===== src/hw/rtl/rct_pkg.sv =====
// ----------------------------------------------------------------------------
// rct_pkg
// Shared types, codes and sizes for the resource claim table.
// ----------------------------------------------------------------------------
package rct_pkg;

  // Table size and derived widths
  localparam int TABLE_DEPTH = 32;
  localparam int IDX_W       = (TABLE_DEPTH > 1) ? $clog2(TABLE_DEPTH) : 1;
  localparam int CNT_W       = $clog2(TABLE_DEPTH + 1);
  localparam int LIST_CAP    = 32;

  // Fixed field widths
  localparam int FUNC_W  = 2;
  localparam int KIND_W  = 4;
  localparam int VALUE_W = 8;
  localparam int OWNER_W = 8;
  localparam int USE_W   = 3;
  localparam int LIMIT_W = 6;
  localparam int STAT_W  = 3;
  localparam int ITEMS_W = 6;

  // Resource kind that reports its own busy code
  localparam logic [KIND_W-1:0] KIND_I2C_ADDR = 4'd4;

  typedef enum logic [FUNC_W-1:0] {
    FUNC_CLAIM       = 2'd0,
    FUNC_RELEASE     = 2'd1,
    FUNC_RELEASE_ALL = 2'd2,
    FUNC_LIST        = 2'd3
  } func_t;

  typedef enum logic [STAT_W-1:0] {
    STAT_OK        = 3'd0,
    STAT_BUSY      = 3'd1,
    STAT_I2C_BUSY  = 3'd2,
    STAT_FULL      = 3'd3,
    STAT_NOT_FOUND = 3'd4
  } status_t;

  // One stored claim
  typedef struct packed {
    logic [KIND_W-1:0]  kind;
    logic [VALUE_W-1:0] value;
    logic [OWNER_W-1:0] owner;
    logic [USE_W-1:0]   pin_use;
  } entry_t;

  // Table write request
  typedef struct packed {
    logic             en;
    logic [IDX_W-1:0] addr;
    entry_t           data;
  } mem_wr_t;

  // One result beat
  typedef struct packed {
    status_t             status;
    logic [OWNER_W-1:0]  holder_owner;
    logic [ITEMS_W-1:0]  item_count;
    logic                is_entry;
    logic [KIND_W-1:0]   entry_kind;
    logic [VALUE_W-1:0]  entry_value;
    logic [USE_W-1:0]    entry_use;
    logic                last;
  } result_t;

endpackage


===== src/hw/rtl/resource_claim_table.sv =====
// ----------------------------------------------------------------------------
// resource_claim_table
// Packed table of resource ownership claims with claim, release,
// release-all and list operations.
// ----------------------------------------------------------------------------
// An operation is taken when start is high and busy is low; busy then stays
// high until its work is done. The table is walked one entry per cycle
// through a single read port of the claim memory, except while a release
// or release-all moves the last entry into the hole of a removed one.
// Results are registered before they reach the ports, each shown for
// exactly one cycle with result_valid high, and cannot be held off; a list
// gives one beat per matching entry up to the capped list limit and a
// closing count beat, and last marks the final beat.
// ----------------------------------------------------------------------------
module resource_claim_table (
  input  logic                          clk,
  input  logic                          rst,
  input  logic                          start,
  output logic                          busy,
  input  logic [rct_pkg::FUNC_W-1:0]    func,
  input  logic [rct_pkg::KIND_W-1:0]    resource_kind,
  input  logic [rct_pkg::VALUE_W-1:0]   resource_value,
  input  logic [rct_pkg::OWNER_W-1:0]   owner,
  input  logic [rct_pkg::USE_W-1:0]     pin_use,
  input  logic [rct_pkg::LIMIT_W-1:0]   list_limit,
  output logic                          result_valid,
  output logic [rct_pkg::STAT_W-1:0]    status,
  output logic [rct_pkg::OWNER_W-1:0]   holder_owner,
  output logic [rct_pkg::ITEMS_W-1:0]   item_count,
  output logic                          is_entry,
  output logic [rct_pkg::KIND_W-1:0]    entry_kind,
  output logic [rct_pkg::VALUE_W-1:0]   entry_value,
  output logic [rct_pkg::USE_W-1:0]     entry_use,
  output logic                          last
);

  rct_pkg::mem_wr_t               mem_wr;
  logic [rct_pkg::IDX_W-1:0]      rd_addr;
  rct_pkg::entry_t                rd_data;
  logic                           res_valid;
  rct_pkg::result_t               res;
  rct_pkg::result_t               res_q;

  rct_claim_mem u_mem (
    .clk     (clk),
    .wr      (mem_wr),
    .rd_addr (rd_addr),
    .rd_data (rd_data)
  );

  rct_seq u_seq (
    .clk            (clk),
    .rst            (rst),
    .start          (start),
    .busy           (busy),
    .func           (func),
    .resource_kind  (resource_kind),
    .resource_value (resource_value),
    .owner          (owner),
    .pin_use        (pin_use),
    .list_limit     (list_limit),
    .mem_wr         (mem_wr),
    .rd_addr        (rd_addr),
    .rd_data        (rd_data),
    .res_valid      (res_valid),
    .res            (res)
  );

  // Register the result beat
  always_ff @(posedge clk) begin
    if (rst) begin
      result_valid <= 1'b0;
    end else begin
      result_valid <= res_valid;
    end
  end

  always_ff @(posedge clk) begin
    if (res_valid) begin
      res_q <= res;
    end
  end

  // Drive the result ports
  assign status       = res_q.status;
  assign holder_owner = res_q.holder_owner;
  assign item_count   = res_q.item_count;
  assign is_entry     = res_q.is_entry;
  assign entry_kind   = res_q.entry_kind;
  assign entry_value  = res_q.entry_value;
  assign entry_use    = res_q.entry_use;
  assign last         = res_q.last;

endmodule


===== src/hw/rtl/rct_cmp.sv =====
// ----------------------------------------------------------------------------
// rct_cmp
// Shared match unit: compares one table entry against the operation key.
// ----------------------------------------------------------------------------
module rct_cmp (
  input  rct_pkg::func_t                  func,
  input  rct_pkg::entry_t                 entry,
  input  logic [rct_pkg::KIND_W-1:0]      kind,
  input  logic [rct_pkg::VALUE_W-1:0]     value,
  input  logic [rct_pkg::OWNER_W-1:0]     owner,
  output logic                            hit
);

  // Match by resource identity for claim and release, by owner otherwise
  always_comb begin
    unique case (func)
      rct_pkg::FUNC_CLAIM,
      rct_pkg::FUNC_RELEASE:     hit = (entry.kind == kind) && (entry.value == value);
      rct_pkg::FUNC_RELEASE_ALL,
      rct_pkg::FUNC_LIST:        hit = (entry.owner == owner);
      default:                   hit = 1'b0;
    endcase
  end

endmodule


===== src/hw/rtl/rct_claim_mem.sv =====
// ----------------------------------------------------------------------------
// rct_claim_mem
// Claim storage: one write port, one read port with registered data.
// ----------------------------------------------------------------------------
module rct_claim_mem (
  input  logic                          clk,
  input  rct_pkg::mem_wr_t              wr,
  input  logic [rct_pkg::IDX_W-1:0]     rd_addr,
  output rct_pkg::entry_t               rd_data
);

  rct_pkg::entry_t mem [rct_pkg::TABLE_DEPTH];

  // Write one entry
  always_ff @(posedge clk) begin
    if (wr.en) begin
      mem[wr.addr] <= wr.data;
    end
  end

  // Read one entry, data valid next cycle
  always_ff @(posedge clk) begin
    rd_data <= mem[rd_addr];
  end

endmodule


===== src/hw/rtl/rct_seq.sv =====
// ----------------------------------------------------------------------------
// rct_seq
// Operation sequencer: walks the table one entry per cycle, pausing to
// compact, through the shared match unit, appends and emits result beats.
// ----------------------------------------------------------------------------
module rct_seq (
  input  logic                          clk,
  input  logic                          rst,
  input  logic                          start,
  output logic                          busy,
  input  logic [rct_pkg::FUNC_W-1:0]    func,
  input  logic [rct_pkg::KIND_W-1:0]    resource_kind,
  input  logic [rct_pkg::VALUE_W-1:0]   resource_value,
  input  logic [rct_pkg::OWNER_W-1:0]   owner,
  input  logic [rct_pkg::USE_W-1:0]     pin_use,
  input  logic [rct_pkg::LIMIT_W-1:0]   list_limit,
  output rct_pkg::mem_wr_t              mem_wr,
  output logic [rct_pkg::IDX_W-1:0]     rd_addr,
  input  rct_pkg::entry_t               rd_data,
  output logic                          res_valid,
  output rct_pkg::result_t              res
);

  typedef enum logic [3:0] {
    ST_IDLE    = 4'b0001,
    ST_SCAN    = 4'b0010,
    ST_MOVE    = 4'b0100,
    ST_REFETCH = 4'b1000
  } state_t;

  localparam int CNT_W = rct_pkg::CNT_W;

  state_t                        state, state_next;
  logic [CNT_W-1:0]              count, count_next;
  logic [CNT_W-1:0]              cmp_idx, cmp_idx_next;
  logic [CNT_W-1:0]              n, n_next;
  rct_pkg::func_t                op_func;
  logic [rct_pkg::KIND_W-1:0]    op_kind;
  logic [rct_pkg::VALUE_W-1:0]   op_value;
  logic [rct_pkg::OWNER_W-1:0]   op_owner;
  logic [rct_pkg::USE_W-1:0]     op_use;
  logic [rct_pkg::LIMIT_W-1:0]   op_limit;
  logic [rct_pkg::LIMIT_W-1:0]   limit_capped;
  logic                          hit;
  logic                          scan_end;
  logic [CNT_W-1:0]              idx_inc;
  logic [CNT_W-1:0]              count_dec;
  logic                          accept;

  assign busy   = (state != ST_IDLE);
  assign accept = start && !busy;

  // Cap the list length to the result budget
  assign limit_capped = (list_limit > rct_pkg::LIMIT_W'(rct_pkg::LIST_CAP))
                      ? rct_pkg::LIMIT_W'(rct_pkg::LIST_CAP) : list_limit;

  // Shared match unit
  rct_cmp u_cmp (
    .func  (op_func),
    .entry (rd_data),
    .kind  (op_kind),
    .value (op_value),
    .owner (op_owner),
    .hit   (hit)
  );

  assign idx_inc   = cmp_idx + CNT_W'(1);
  assign count_dec = count - CNT_W'(1);
  assign scan_end  = (cmp_idx >= count)
                  || ((op_func == rct_pkg::FUNC_LIST)
                      && (rct_pkg::LIMIT_W'(n) >= op_limit));

  // Sequence one operation
  always_comb begin
    state_next   = state;
    count_next   = count;
    cmp_idx_next = cmp_idx;
    n_next       = n;
    mem_wr       = '0;
    rd_addr      = '0;
    res_valid    = 1'b0;
    res          = '0;
    res.status   = rct_pkg::STAT_OK;
    unique case (state)
      ST_IDLE: begin
        if (accept) begin
          cmp_idx_next = '0;
          n_next       = '0;
          state_next   = ST_SCAN;
        end
      end
      ST_SCAN: begin
        if (scan_end) begin
          // Finish the walk with the final beat
          res_valid  = 1'b1;
          res.last   = 1'b1;
          state_next = ST_IDLE;
          unique case (op_func)
            rct_pkg::FUNC_CLAIM: begin
              if (count >= CNT_W'(rct_pkg::TABLE_DEPTH)) begin
                res.status = rct_pkg::STAT_FULL;
              end else begin
                mem_wr.en    = 1'b1;
                mem_wr.addr  = count[rct_pkg::IDX_W-1:0];
                mem_wr.data  = '{kind: op_kind, value: op_value,
                                 owner: op_owner, pin_use: op_use};
                count_next   = count + CNT_W'(1);
              end
            end
            rct_pkg::FUNC_RELEASE: res.status = rct_pkg::STAT_NOT_FOUND;
            rct_pkg::FUNC_RELEASE_ALL,
            rct_pkg::FUNC_LIST:    res.item_count = rct_pkg::ITEMS_W'(n);
            default:               res.status = rct_pkg::STAT_OK;
          endcase
        end else if (hit && (op_func == rct_pkg::FUNC_CLAIM)) begin
          // Resource already held
          res_valid        = 1'b1;
          res.last         = 1'b1;
          res.holder_owner = rd_data.owner;
          res.status       = (op_kind == rct_pkg::KIND_I2C_ADDR)
                           ? rct_pkg::STAT_I2C_BUSY : rct_pkg::STAT_BUSY;
          state_next       = ST_IDLE;
        end else if (hit && ((op_func == rct_pkg::FUNC_RELEASE)
                          || (op_func == rct_pkg::FUNC_RELEASE_ALL))) begin
          // Fetch the last entry to fill the hole
          rd_addr    = count_dec[rct_pkg::IDX_W-1:0];
          state_next = ST_MOVE;
        end else begin
          // Emit a listed entry, then advance
          if (hit) begin
            res_valid       = 1'b1;
            res.is_entry    = 1'b1;
            res.entry_kind  = rd_data.kind;
            res.entry_value = rd_data.value;
            res.entry_use   = rd_data.pin_use;
            n_next          = n + CNT_W'(1);
          end
          cmp_idx_next = idx_inc;
          rd_addr      = idx_inc[rct_pkg::IDX_W-1:0];
        end
      end
      ST_MOVE: begin
        // Move the last entry into the hole and shrink the table
        mem_wr.en   = 1'b1;
        mem_wr.addr = cmp_idx[rct_pkg::IDX_W-1:0];
        mem_wr.data = rd_data;
        count_next  = count_dec;
        if (op_func == rct_pkg::FUNC_RELEASE) begin
          res_valid  = 1'b1;
          res.last   = 1'b1;
          state_next = ST_IDLE;
        end else begin
          n_next     = n + CNT_W'(1);
          state_next = ST_REFETCH;
        end
      end
      ST_REFETCH: begin
        // Re-read the moved entry for another check
        rd_addr    = cmp_idx[rct_pkg::IDX_W-1:0];
        state_next = ST_SCAN;
      end
      default: state_next = ST_IDLE;
    endcase
  end

  // Control registers
  always_ff @(posedge clk) begin
    if (rst) begin
      state   <= ST_IDLE;
      count   <= '0;
      cmp_idx <= '0;
      n       <= '0;
    end else begin
      state   <= state_next;
      count   <= count_next;
      cmp_idx <= cmp_idx_next;
      n       <= n_next;
    end
  end

  // Hold the operation beat
  always_ff @(posedge clk) begin
    if (accept) begin
      op_func  <= rct_pkg::func_t'(func);
      op_kind  <= resource_kind;
      op_value <= resource_value;
      op_owner <= owner;
      op_use   <= pin_use;
      op_limit <= limit_capped;
    end
  end

`ifndef ASSERT_OFF
  a_count_bound: assert property (@(posedge clk) disable iff (rst)
    count <= CNT_W'(rct_pkg::TABLE_DEPTH))
    else $error("entry count beyond table depth");

  a_write_state: assert property (@(posedge clk) disable iff (rst)
    mem_wr.en |-> (state == ST_SCAN || state == ST_MOVE))
    else $error("table write outside scan or move");

  a_last_idle: assert property (@(posedge clk) disable iff (rst)
    (res_valid && res.last) |=> (state == ST_IDLE))
    else $error("sequencer still busy after final beat");

  a_move_once: assert property (@(posedge clk) disable iff (rst)
    (state == ST_MOVE) |=> (state != ST_MOVE))
    else $error("move lasted more than one cycle");

  a_idle_count: assert property (@(posedge clk) disable iff (rst)
    (state == ST_IDLE) |=> $stable(count))
    else $error("entry count changed while idle");
`endif

endmodule

===== config.mk =====
export PLATFORM = sky130hd
export DESIGN_NAME = resource_claim_table
export DESIGN_NICKNAME = d
export VERILOG_FILES = /design/src/hw/rtl/rct_pkg.sv /design/src/hw/rtl/resource_claim_table.sv /design/src/hw/rtl/rct_cmp.sv /design/src/hw/rtl/rct_claim_mem.sv /design/src/hw/rtl/rct_seq.sv
export SDC_FILE = /design/constraint.sdc
export NUM_CORES = 1
export LEC_CHECK = 0
export BUFFER_PORTS_ARGS = -buffer_cell sky130_fd_sc_hd__clkbuf_2
export CORE_MARGIN = 3
export CORE_UTILIZATION = 39
export CTS_BUF_LIST = sky130_fd_sc_hd__clkbuf_16
export DETAILED_ROUTE_END_ITERATION = 8
export GPL_TIMING_DRIVEN = 1
export PLACE_DENSITY = 0.55
export RECOVER_POWER = 50
export SYNTH_ARGS = -nofsm -noshare
export SYNTH_HDL_FRONTEND = slang
export SYNTH_SLANG_ARGS = --single-unit

===== constraint.sdc =====
create_clock -name clk -period 5.5 [get_ports clk]
set_input_delay 0.275 -clock clk [delete_from_list [all_inputs] [get_ports clk]]
set_output_delay 0.275 -clock clk [all_outputs]
set_load 0.005 [all_outputs]

Yosys cells after proc, flatten, opt, wreduce, memory -nomap -nowiden
Memory sizes are Yosys's and may differ from the RTL's. A register that Yosys moved wholly into a read port is not among the register bits.
Index checks and enable logic that the tools add are counted.
- bits in registers: 88
- memory bits (writable): 736
- bits of input ports: 34
- output and inout port bits: 36
- word-level logic and storage cells: 122
- memories kept: 1
- add/sub/neg operators: 4
- magnitude comparators: 4
- eq/ne operators: 22
- multiplexer cells: 47
- bitwise operators: 3
- reductions and logical operators: 22
- memories (memory ; depth ; width ; read ports ; clocked after memory_dff ; write ports ; RTL line ; RTL):
    u_mem.mem ; 32 ; 23 ; 1 ; 1 ; 1 ; rct_claim_mem.sv:12 ; rct_pkg::entry_t mem [rct_pkg::TABLE_DEPTH];
- operators with widths (kind ; count):
    two-way mux 29 bit ; 3
    two-way mux 6 bit ; 12
    one-hot mux 29 bit (2 select lines) ; 1
    one-hot mux 6 bit (2 select lines) ; 2
    two-way mux 4 bit ; 5
    adder 6 x 1 -> 6 bit, second input constant ; 3
    one-hot mux 6 bit (3 select lines) ; 1
    equality test 8 bit ; 2
    two-way mux 16 bit ; 1
    one-hot mux 4 bit (4 select lines) ; 1
    two-way mux 5 bit ; 3
    >= comparator 6 bit ; 2
    two-way mux 11 bit ; 1
    != test 2 bit, second input constant ; 5
    one-hot mux 5 bit (2 select lines) ; 1
    two-way mux 1 bit ; 9
    equality test 4 x 3 -> 1 bit, second input constant ; 2
    != test 2 x 1 -> 1 bit, second input constant ; 4
    != test 4 x 1 -> 1 bit, second input constant ; 2
    AND reduction 7 bit ; 1
    >= comparator 6 bit, second input constant ; 1
    > comparator 6 bit, second input constant ; 1
    one-hot mux 1 bit (2 select lines) ; 3
    one-hot mux 3 bit (2 select lines) ; 1
    24 further kinds ; 35

Logic depth before layout (Yosys ltp)
Gate-level depths: netlist of the first run.
- depth in word-level cells: 8
- mapped depth: 17
- mapped depth without buffers: 12

Cells and area by module
A second synthesis of the first run with hierarchy kept.
- cells, all modules: 2047
- area, all modules: 33938.8 µm²
- by module, submodules not included (module ; instances ; cells each ; area each (µm²) ; seq. area each (µm²)):
    rct_claim_mem ; 1 ; 1619 ; 29243.0 ; 22561.6
    rct_seq ; 1 ; 364 ; 3418.3 ; 1371.3
    resource_claim_table ; 1 ; 36 ; 1054.8 ; 1041.0
    rct_cmp ; 1 ; 28 ; 222.7 ; 0.0

Least setup slack after synthesis of the first run
No wires, ideal clock.
- kind: register to register
- from: register u_seq.cmp_idx[0]
- to: memory u_mem.mem[4][0] (netlist bit) (enable)
- setup time: 0.403 ns
- arrival: 3.632 ns
- data required time: 5.097 ns
- path slack: 1.465 ns
- cell stages (with the launch flop): 15
- path buffers: 2
- clock period less this slack: 4.035 ns
- cells stage by stage: dfxtp_1 > clkbuf_1 > inv_1 > ha_1 > nand2b_1 > a31oi_1 > o32a_1 > a31oi_1 > nand2_1 > nor2_1 > clkbuf_1 > nand3_1 > o31ai_1 > nand2_1 > nor2_1
- longest elaborated chain between the ends: 6
- RTL lines (item ; RTL line ; RTL):
    start: declaration ; rct_seq.sv:35 ; logic [CNT_W-1:0] cmp_idx, cmp_idx_next;
    start signal: assignment ; rct_seq.sv:176 ; cmp_idx <= cmp_idx_next;
    >= comparator 6 bit ; rct_seq.sv:69 ; assign scan_end = (cmp_idx >= count)
    logical OR 1 bit ; rct_seq.sv:70 ; || ((op_func == rct_pkg::FUNC_LIST)
    two-way mux 29 bit ; rct_seq.sv:93 ; if (scan_end) begin
    one-hot mux 29 bit (2 select lines) (*) ; rct_seq.sv:84 ; unique case (state)
    two-way mux 1 bit ; rct_claim_mem.sv:16 ; if (wr.en) begin
    two-way mux 1 bit (not written as such) ; rct_claim_mem.sv:17 ; mem[wr.addr] <= wr.data;
    end: declaration ; rct_claim_mem.sv:12 ;
Every way passes the cells marked *; elsewhere a longest branch is shown, timed or not.

Worst setup path after layout of the first run
- from: register u_seq.op_kind[2] (netlist bit)
- to: register u_mem.rd_data[3] (netlist name)
- longest elaborated chain between the ends: 8
- elaborated cells between the ends (all ways): 9
- classes of those cells: eq/ne: 1; mux: 5; reduce/logical: 3
- RTL lines (item ; RTL line ; RTL):
    start: declaration ; rct_seq.sv:38 ; logic [rct_pkg::KIND_W-1:0] op_kind;
    start signal: assignment ; rct_seq.sv:185 ; op_kind <= resource_kind;
    equality test 4 bit (*) ; rct_cmp.sv:18 ; rct_pkg::FUNC_RELEASE: hit = (entry.kind == kind) && (entry.value == value);
    logical AND 1 bit (*) ; rct_cmp.sv:18 ;
    one-hot mux 1 bit (2 select lines) (*) ; rct_cmp.sv:16 ; unique case (func)
    logical AND 1 bit ; rct_seq.sv:123 ; end else if (hit && ((op_func == rct_pkg::FUNC_RELEASE)
    two-way mux 5 bit ; rct_seq.sv:123 ;
    two-way mux 5 bit (*) ; rct_seq.sv:115 ; end else if (hit && (op_func == rct_pkg::FUNC_CLAIM)) begin
    two-way mux 5 bit (*) ; rct_seq.sv:93 ;
    one-hot mux 5 bit (2 select lines) (*) ; rct_seq.sv:84 ;
Marked as above.
A chain may end at the register's enable or synchronous reset.

==> out/summary.txt, run 1 <==
Pwr dens = 334 mW/mm^2
Clock share of power = 0.434
CTS Hold Bufs = 31
Most area-consuming cells after synthesis = edfxtp_1 72%, nand2_1 4.1%, mux4_2 3.0%
IO Pins = 70
Total CTS buffers = 88
Final core occ = 0.458
First-pass GRT wire length = 136000 um
Initial Utilization = 0.397
Inst Count DP = 3353
Area Overhead vs Synth = 15.2%
CP endpoint kind = flip-flop
Synth area leader = edfxtp_1
HPWL after DPL = 55300 um
Vias per cell = 5.72
Initial antenna violation count = 2
#FFs+latches synth = 847
Port Buf Inserts = 69
Routability-driven placement congestion ratio = 0.831
Slew margin rel. = -0.788
Max Cap Viol = 10
Post-synthesis area per instance = 15.3 um^2
Overflow after GRT = 0
Post-CTS sizing = 0
Final setup viols = 0
Sequential power share = 0.549
Failing checks = capacitance limit, slew limit
Post-route minimum period = 5210 ps
Fmax = 0.192 GHz
NetSw = 2.64 mW
Switch share = 0.204
Pleak = 11.9 nW
Clock-pin slew on the worst setup and hold paths = 60 ps
Met1 usage = 0.298
Final period utilization = 0.947
Final setup TNS = 0 ps
CP Launch Type = flip-flop
Top_reg_cell synth = edfxtp_1
Num rows = 106
Measured slew at the worst slew-check pin = 2680 ps
Setup Buffers After CTS = 0
Clk root buf = clkbuf_16
Layout cells sized above 1 = 0.130
Crit path DAT = 5660 ps
WL final = 93900 um
Slew Viols, Final = 333
Core Area = 0.0845 mm^2
Worst hold path class = input pin to flip-flop
Htree depth = 3
Cell Area, Synth = 0.0336 mm^2
Required @ worst endpoint = 5960 ps
Largest net degree at the start of global routing = 113
Global-route met3 utilization = 0.0506
DRC = 0
Clock latency on the worst-skew pair = 650 ps
Die width = 299 um
Total Power = 12.9 mW
RSZ-0062 raised after global routing = false
Placed Instance Area = 0.0359 mm^2
Iter 0 DRT Violations = 2246
Post-route ant nets = 0
GRT busiest layer = met2
Clk sinks = 847
Count leader, synth = edfxtp_1
Vias in the first global route = 19800
Most instantiated cells after synthesis = 801 x edfxtp_1, 365 x nand2_1, 117 x a21oi_1
Distinct cell type count after synthesis = 63
Critical path class = flip-flop to flip-flop
Final instance area = 0.0387 mm^2
Syn. warnings = 0
Crit Path Max Fanout = 18
CTS tree = done
M2 GR Usage = 0.306
Non-Filler Instances = 3546
Die ar. = 0.0897 mm^2
Post-synthesis async set-or-reset flop share = 0
Final nets = 2394
Synth top area share = 0.716
Int Pwr = 10.3 mW
VDD IR-drop max = 220 uV
Skew final = 26.5 ps
Clock tree buffer depth = 3
Routed via count = 20300
Combinational power share = 0.017
Routed length per instance = 26.5 um
Mapped Nets = 2243
Syn Inst Count = 2189
Status = finished, violations left
EDFF count, synth = 801
Die height = 299 um
Drt pass-1 iters = 7
Final count of hold timing violations = 0
Post-synthesis sequential area ratio = 0.744
Antenna diode count = 0
Gr usage total = 0.207
[worst paths after layout]
kind | start | to | slack (ps) | depth (start not counted)
setup / recovery | u_seq.op_kind[2] | u_mem.rd_data[3] | 290 | 14
hold / removal | rst | u_seq.count[1] | 110 | 2
setup reg to reg | u_seq.op_kind[2] | u_mem.rd_data[3] | 290 | 14
hold reg to reg | u_seq.n[1] | u_seq.n[1] | 530 | 2
[per-stage QoR]
step,setup WS (ps),hold slack (ps)
finish,294,109
global route,200,117
CTS,491,75.2
detailed placement,515,454
global placement,578,455
floorplan,1470,344
[layout make-up]
type | instances | area [um^2]
Clock inverter | 74 | 513
Fill cell | 7394 | 45800
Inverter | 20 | 75.1
Sequential cell | 847 | 25000
Tap cell | 1134 | 1420
Clock buffer | 88 | 2200
Timing Repair Buffer | 201 | 1430
Multi-Input combinational cell | 1182 | 8070
[cell families after synthesis]
group,count (synthesis),share of synthesized area
flops,847,0.744
simple gates,616,0.0812
compound gates,407,0.0916
buf+inv,160,0.0193
mux,104,0.0476
xor+xnor,35,0.00913
fa+ha+maj,20,0.00745
[worst max-delay path, cell delays in order, from the launching register on]
cell and delay, ps:
edfxtp_1 550, xor2_1 210, nor4_1 960, nand4_1 340
nand2_1 280, a21oi_1 90, clkbuf_1 230, a222oi_1 520
buf_4 280, or3_1 130, buf_4 400, buf_4 270
a211o_1 140, o2111a_1 400, o211ai_1 230
[power groups by stage]
stage                     clock, mW  sequential, mW  combinational (mW)
after floorplan                   0            7.20               0.115
after global placement            0            7.22               0.204
after detailed placement          0            7.22               0.208
after CTS                      5.73            7.09               0.226
after global routing           5.98            7.09               0.236
final                          5.60            7.09               0.215
[placed cells by master (no fill, tap or decap), types with 17 or more instances in the layout]
cell type,Yosys,final
and2_0,0,30
a211o_1,19,19
a22o_1,26,25
clkbuf_16,0,88
a22oi_1,24,23
o2111a_1,18,18
mux4_2,44,44
xnor2_1,17,17
dfxtp_1,46,46
buf_4,0,53
a31oi_1,22,22
dlygate4sd3_1,0,31
a221oi_1,55,55
a32o_1,20,20
mux2i_1,57,57
nand3_1,55,55
a21oi_1,117,116
xor2_1,18,18
inv_1,19,40
clkbuf_2,0,40
nor2_2,0,22
nand2_1,365,365
a32oi_1,40,40
edfxtp_1,801,801
clkinv_1,1,23
clkbuf_1,93,62
nor2_1,69,47
ha_1,20,20
nor2b_1,42,42
[flip-flops by register name, indices dropped and copies added, names as in the netlist, 8 cells and up]
name / flops
u_mem.mem: 736
u_mem.rd_data: 23
entry_value: 8
holder_owner: 8
u_seq.op_owner: 8
u_seq.op_value: 8
[metal layers]
metal,vias to the layer above,part of all wire
li1,8822,-
met1,10400,0.43
met2,837,0.45
met3,182,0.089
met4,0,0.035
met5,-,0
(Power assumes the default switching activity.)
==> run 2, diff against run 1 <==
--- a/config.mk
+++ b/config.mk
@@ -5,8 +5,8 @@
 export SDC_FILE = /design/constraint.sdc
 export NUM_CORES = 1
 export LEC_CHECK = 0
+export ABC_AREA = 1
 export BUFFER_PORTS_ARGS = -buffer_cell sky130_fd_sc_hd__clkbuf_2
-export CORE_MARGIN = 3
 export CORE_UTILIZATION = 39
 export CTS_BUF_LIST = sky130_fd_sc_hd__clkbuf_16
 export DETAILED_ROUTE_END_ITERATION = 8
==> run 2 against run 1 <==
  * The flow still finishes with violations (capacitance limit, slew limit)
  * Combinational power rose to 3.3 times the previous value
  * Sequential cell count unchanged
  * Routed wire length rose by 14%
  * Cell count rose by 39%
  * Maximum frequency up 10%
  * Design area is 9.1% higher
  * Highest routed layer unchanged
==> out/summary.txt, run 2 <==
Final count of hold timing violations = 0
Largest family of logic cells by synthesized area = simple AND/OR/NAND/NOR gates
Total CTS buffers = 94
Routed length per instance = 21.7 um
Top_reg_cell synth = edfxtp_1
#FFs+latches synth = 847
Cell Area, Synth = 0.0368 mm^2
Final hold slack = 83.7 ps
Die ar. = 0.0955 mm^2
Adder-Cell Fraction of Synth Area = 0.00680
Largest Register = u_mem.mem
Htree depth = 3
Combinational power share = 0.050
Mapped Nets = 3586
Iter 0 DRT Violations = 2667
Clock-pin slew on the worst setup and hold paths = 60 ps
CTS tree = done
Max Cap Viol = 21
Routability-driven placement congestion ratio = 0.845
Most instantiated cells after synthesis = 1046 x nand2_1, 804 x nand3_1, 801 x edfxtp_1
Die height = 309 um
DRC = 0
Setup slack after layout = 768 ps
Critical path class = flip-flop to flip-flop
Worst hold path class = input pin to flip-flop
Port Buf Inserts = 69
Syn Inst Count = 3532
Synth top area share = 0.654
CP endpoint kind = flip-flop
Simple-gate share of the synthesized area = 0.232
Total Power = 14.1 mW
Final setup TNS = 0 ps
Largest net degree at the start of global routing = 191
Num rows = 112
IO Pins = 70
Fmax = 0.211 GHz
Most common cell after layout, fill and taps aside = nand2_1
Drt pass-1 iters = 5
Slew Viols, Final = 691
Setup Buffers After CTS = 0
Status = finished, violations left
Worst reg-to-reg path cell count = 14
Final period utilization = 0.860
Hold endpoint = u_seq.cmp_idx[2]
CP Buf/Inv Count = 6
Vias in the first global route = 24100
Stages on the worst setup path = 14
Final nets = 3655
Highest-count cells in the layout ignoring fill and taps = 1045 x nand2_1, 805 x nand3_1, 801 x edfxtp_1
Vias per cell = 5.18
Crit path DAT = 4860 ps
HPWL after DPL = 58200 um
CP max stage delay = 1590 ps
Clk sinks = 847
DP Worst Slack = 1360 ps
Clock share of power = 0.441
FF-to-FF setup slack = 770 ps
Crit Path Max Fanout = 32
CP max stage cell = clkbuf_1
Worst r2r src = u_seq.n[0]
Count leader, synth = nand2_1
Die width = 309 um
CP Launch Type = flip-flop
WL final = 107000 um
Measured slew at the worst slew-check pin = 3080 ps
Pleak = 16.5 nW
Switch share = 0.224
Post-synthesis area per instance = 10.4 um^2
Regs by FF count = u_mem.mem (736), u_mem.rd_data (23)
Pwr dens = 333 mW/mm^2
Post-synthesis compound-gate area fraction = 0.0148
Layout cells sized above 1 = 0.0773
Max FFs per register = 736
EDFF count, synth = 801
XOR/XNOR share of the synthesized area = 0.00214
Post-route ant nets = 0
Slew margin rel. = -1.06
Area Overhead vs Synth = 14.7%
Critical path's most frequent cell = inv_1
Post-synthesis sequential area ratio = 0.679
Initial antenna violation count = 4
VDD IR-drop max = 212 uV
Post-synthesis async set-or-reset flop share = 0
Capturing point of the worst reg2reg path = u_mem.mem[13][19]
Skew final = 32.8 ps
Core Area = 0.0933 mm^2
Antenna diode count = 0
Routed via count = 25500
Gr usage total = 0.224
Clock latency on the worst-skew pair = 680 ps
First-pass GRT wire length = 159000 um
Most area-consuming cells after synthesis = edfxtp_1 65%, nand3_1 11%, nand2_1 11%
Final setup viols = 0
Post-CTS sizing = 0
Initial Utilization = 0.394
Overflow after GRT = 0
Post-synthesis mux area share = 0
Synth area leader = edfxtp_1
WHS Path Cells = 2
Int Pwr = 10.9 mW
Worst path cell trace = inv_1 -> ha_1 -> inv_1 -> a21boi_1 -> o21ai_1 -> a21boi_1 -> nor2_1 -> nor2_1 -> clkinv_1 -> nor3_4 -> inv_1 -> buf_4 -> o22ai_4 -> clkbuf_1
NetSw = 3.16 mW
Top delay family on crit path = buffers and inverters
Syn. warnings = 0
Worst hold start = rst
Sequential power share = 0.509
Failing checks = capacitance limit, slew limit
Clock tree buffer depth = 3
Required @ worst endpoint = 5630 ps
Distinct cell type count after synthesis = 41
Final core occ = 0.452
Post-route minimum period = 4730 ps
RSZ-0062 raised after global routing = false
Clk root buf = clkbuf_16
run 2: cell count changes after synthesis, sizes merged, moves of 27 or more:
| cell | change |
|---|---|
| nor2b | -42 |
| and2 | -34 |
| buf | +104 |
| mux2i | -57 |
| o21ai | +27 |
| inv | +365 |
| nand2 | +683 |
| clkbuf | -41 |
| a221oi | -56 |
| nor2 | +30 |
| a32oi | -40 |
| a21oi | -93 |
| nand3 | +750 |
| mux4 | -44 |
run 2: worst max-delay path by stage:
stage                    from           endpoint
3_5_place_dp       u_seq.n[0]  u_mem.mem[22][10]
5_1_grt        u_seq.count[3]  u_mem.mem[13][19]
3_3_place_gp       u_seq.n[0]  u_mem.mem[25][16]
2_1_floorplan  u_seq.count[2]   u_mem.mem[28][0]
6_report           u_seq.n[0]  u_mem.mem[13][19]
4_1_cts            u_seq.n[0]  u_mem.mem[22][10]
run 2: power groups by stage:
stage | logic (mW) | registers [mW] | clock network [mW]
2_1_floorplan | 0.446 | 7.27 | 0
5_1_grt | 0.796 | 7.17 | 6.54
3_3_place_gp | 0.716 | 7.29 | 0
4_1_cts | 0.737 | 7.15 | 6.32
6_report | 0.708 | 7.16 | 6.20
3_5_place_dp | 0.715 | 7.29 | 0
run 2: kinds of logic (layout without fill, tap and decap cells):
group | after synthesis | in the layout
adder cells (fa/ha/maj) | 20 | 20
XOR/XNOR | 9 | 9
AO/OA/AOI/OAI | 90 | 90
buffers and inverters | 587 | 730
flip-flops | 847 | 847
AND/OR/NAND/NOR | 1979 | 1979
run 2: through the flow:
step | std cells | instance area (um^2)
after floorplan | 3532 | 36800
after global routing | 4929 | 42200
final | 4929 | 42200
after detailed placement | 4727 | 39200
after CTS | 4929 | 42500
after global placement | 4727 | 39200
run 2: per-layer routing:
| metal | track usage | wire [um] | vias to the layer above |
|---|---|---|---|
| met5 | 0 | 0 | - |
| met4 | 0.0678 | 3150 | 0 |
| met3 | 0.0357 | 6950 | 177 |
| met2 | 0.353 | 49300 | 825 |
| met1 | 0.318 | 47400 | 12500 |
| li1 | - | - | 12100 |
run 2: area by class of cell:
type	count	area, um^2
Clock buffer	95	2380
Fill cell	8795	51100
Timing Repair Buffer	176	1420
Sequential cell	847	25000
Tap cell	1254	1570
Clock inverter	75	653
Inverter	384	1440
Multi-Input combinational cell	2098	9760
run 2: repair_timing:
action,CTS,global route
hold buffers,32,0
setup endpoints to repair,0,0
endpoints found under the hold margin,32,0
run 2: worst reg2reg max path: cells and delay by family (launching register included):
family | cells | cell delay, ps
buffers and inverters | 6 | 2380
and+or+nand+nor | 3 | 590
AOI/OAI and AO/OA | 4 | 560
DFF | 1 | 360
adders and majority gates | 1 | 280
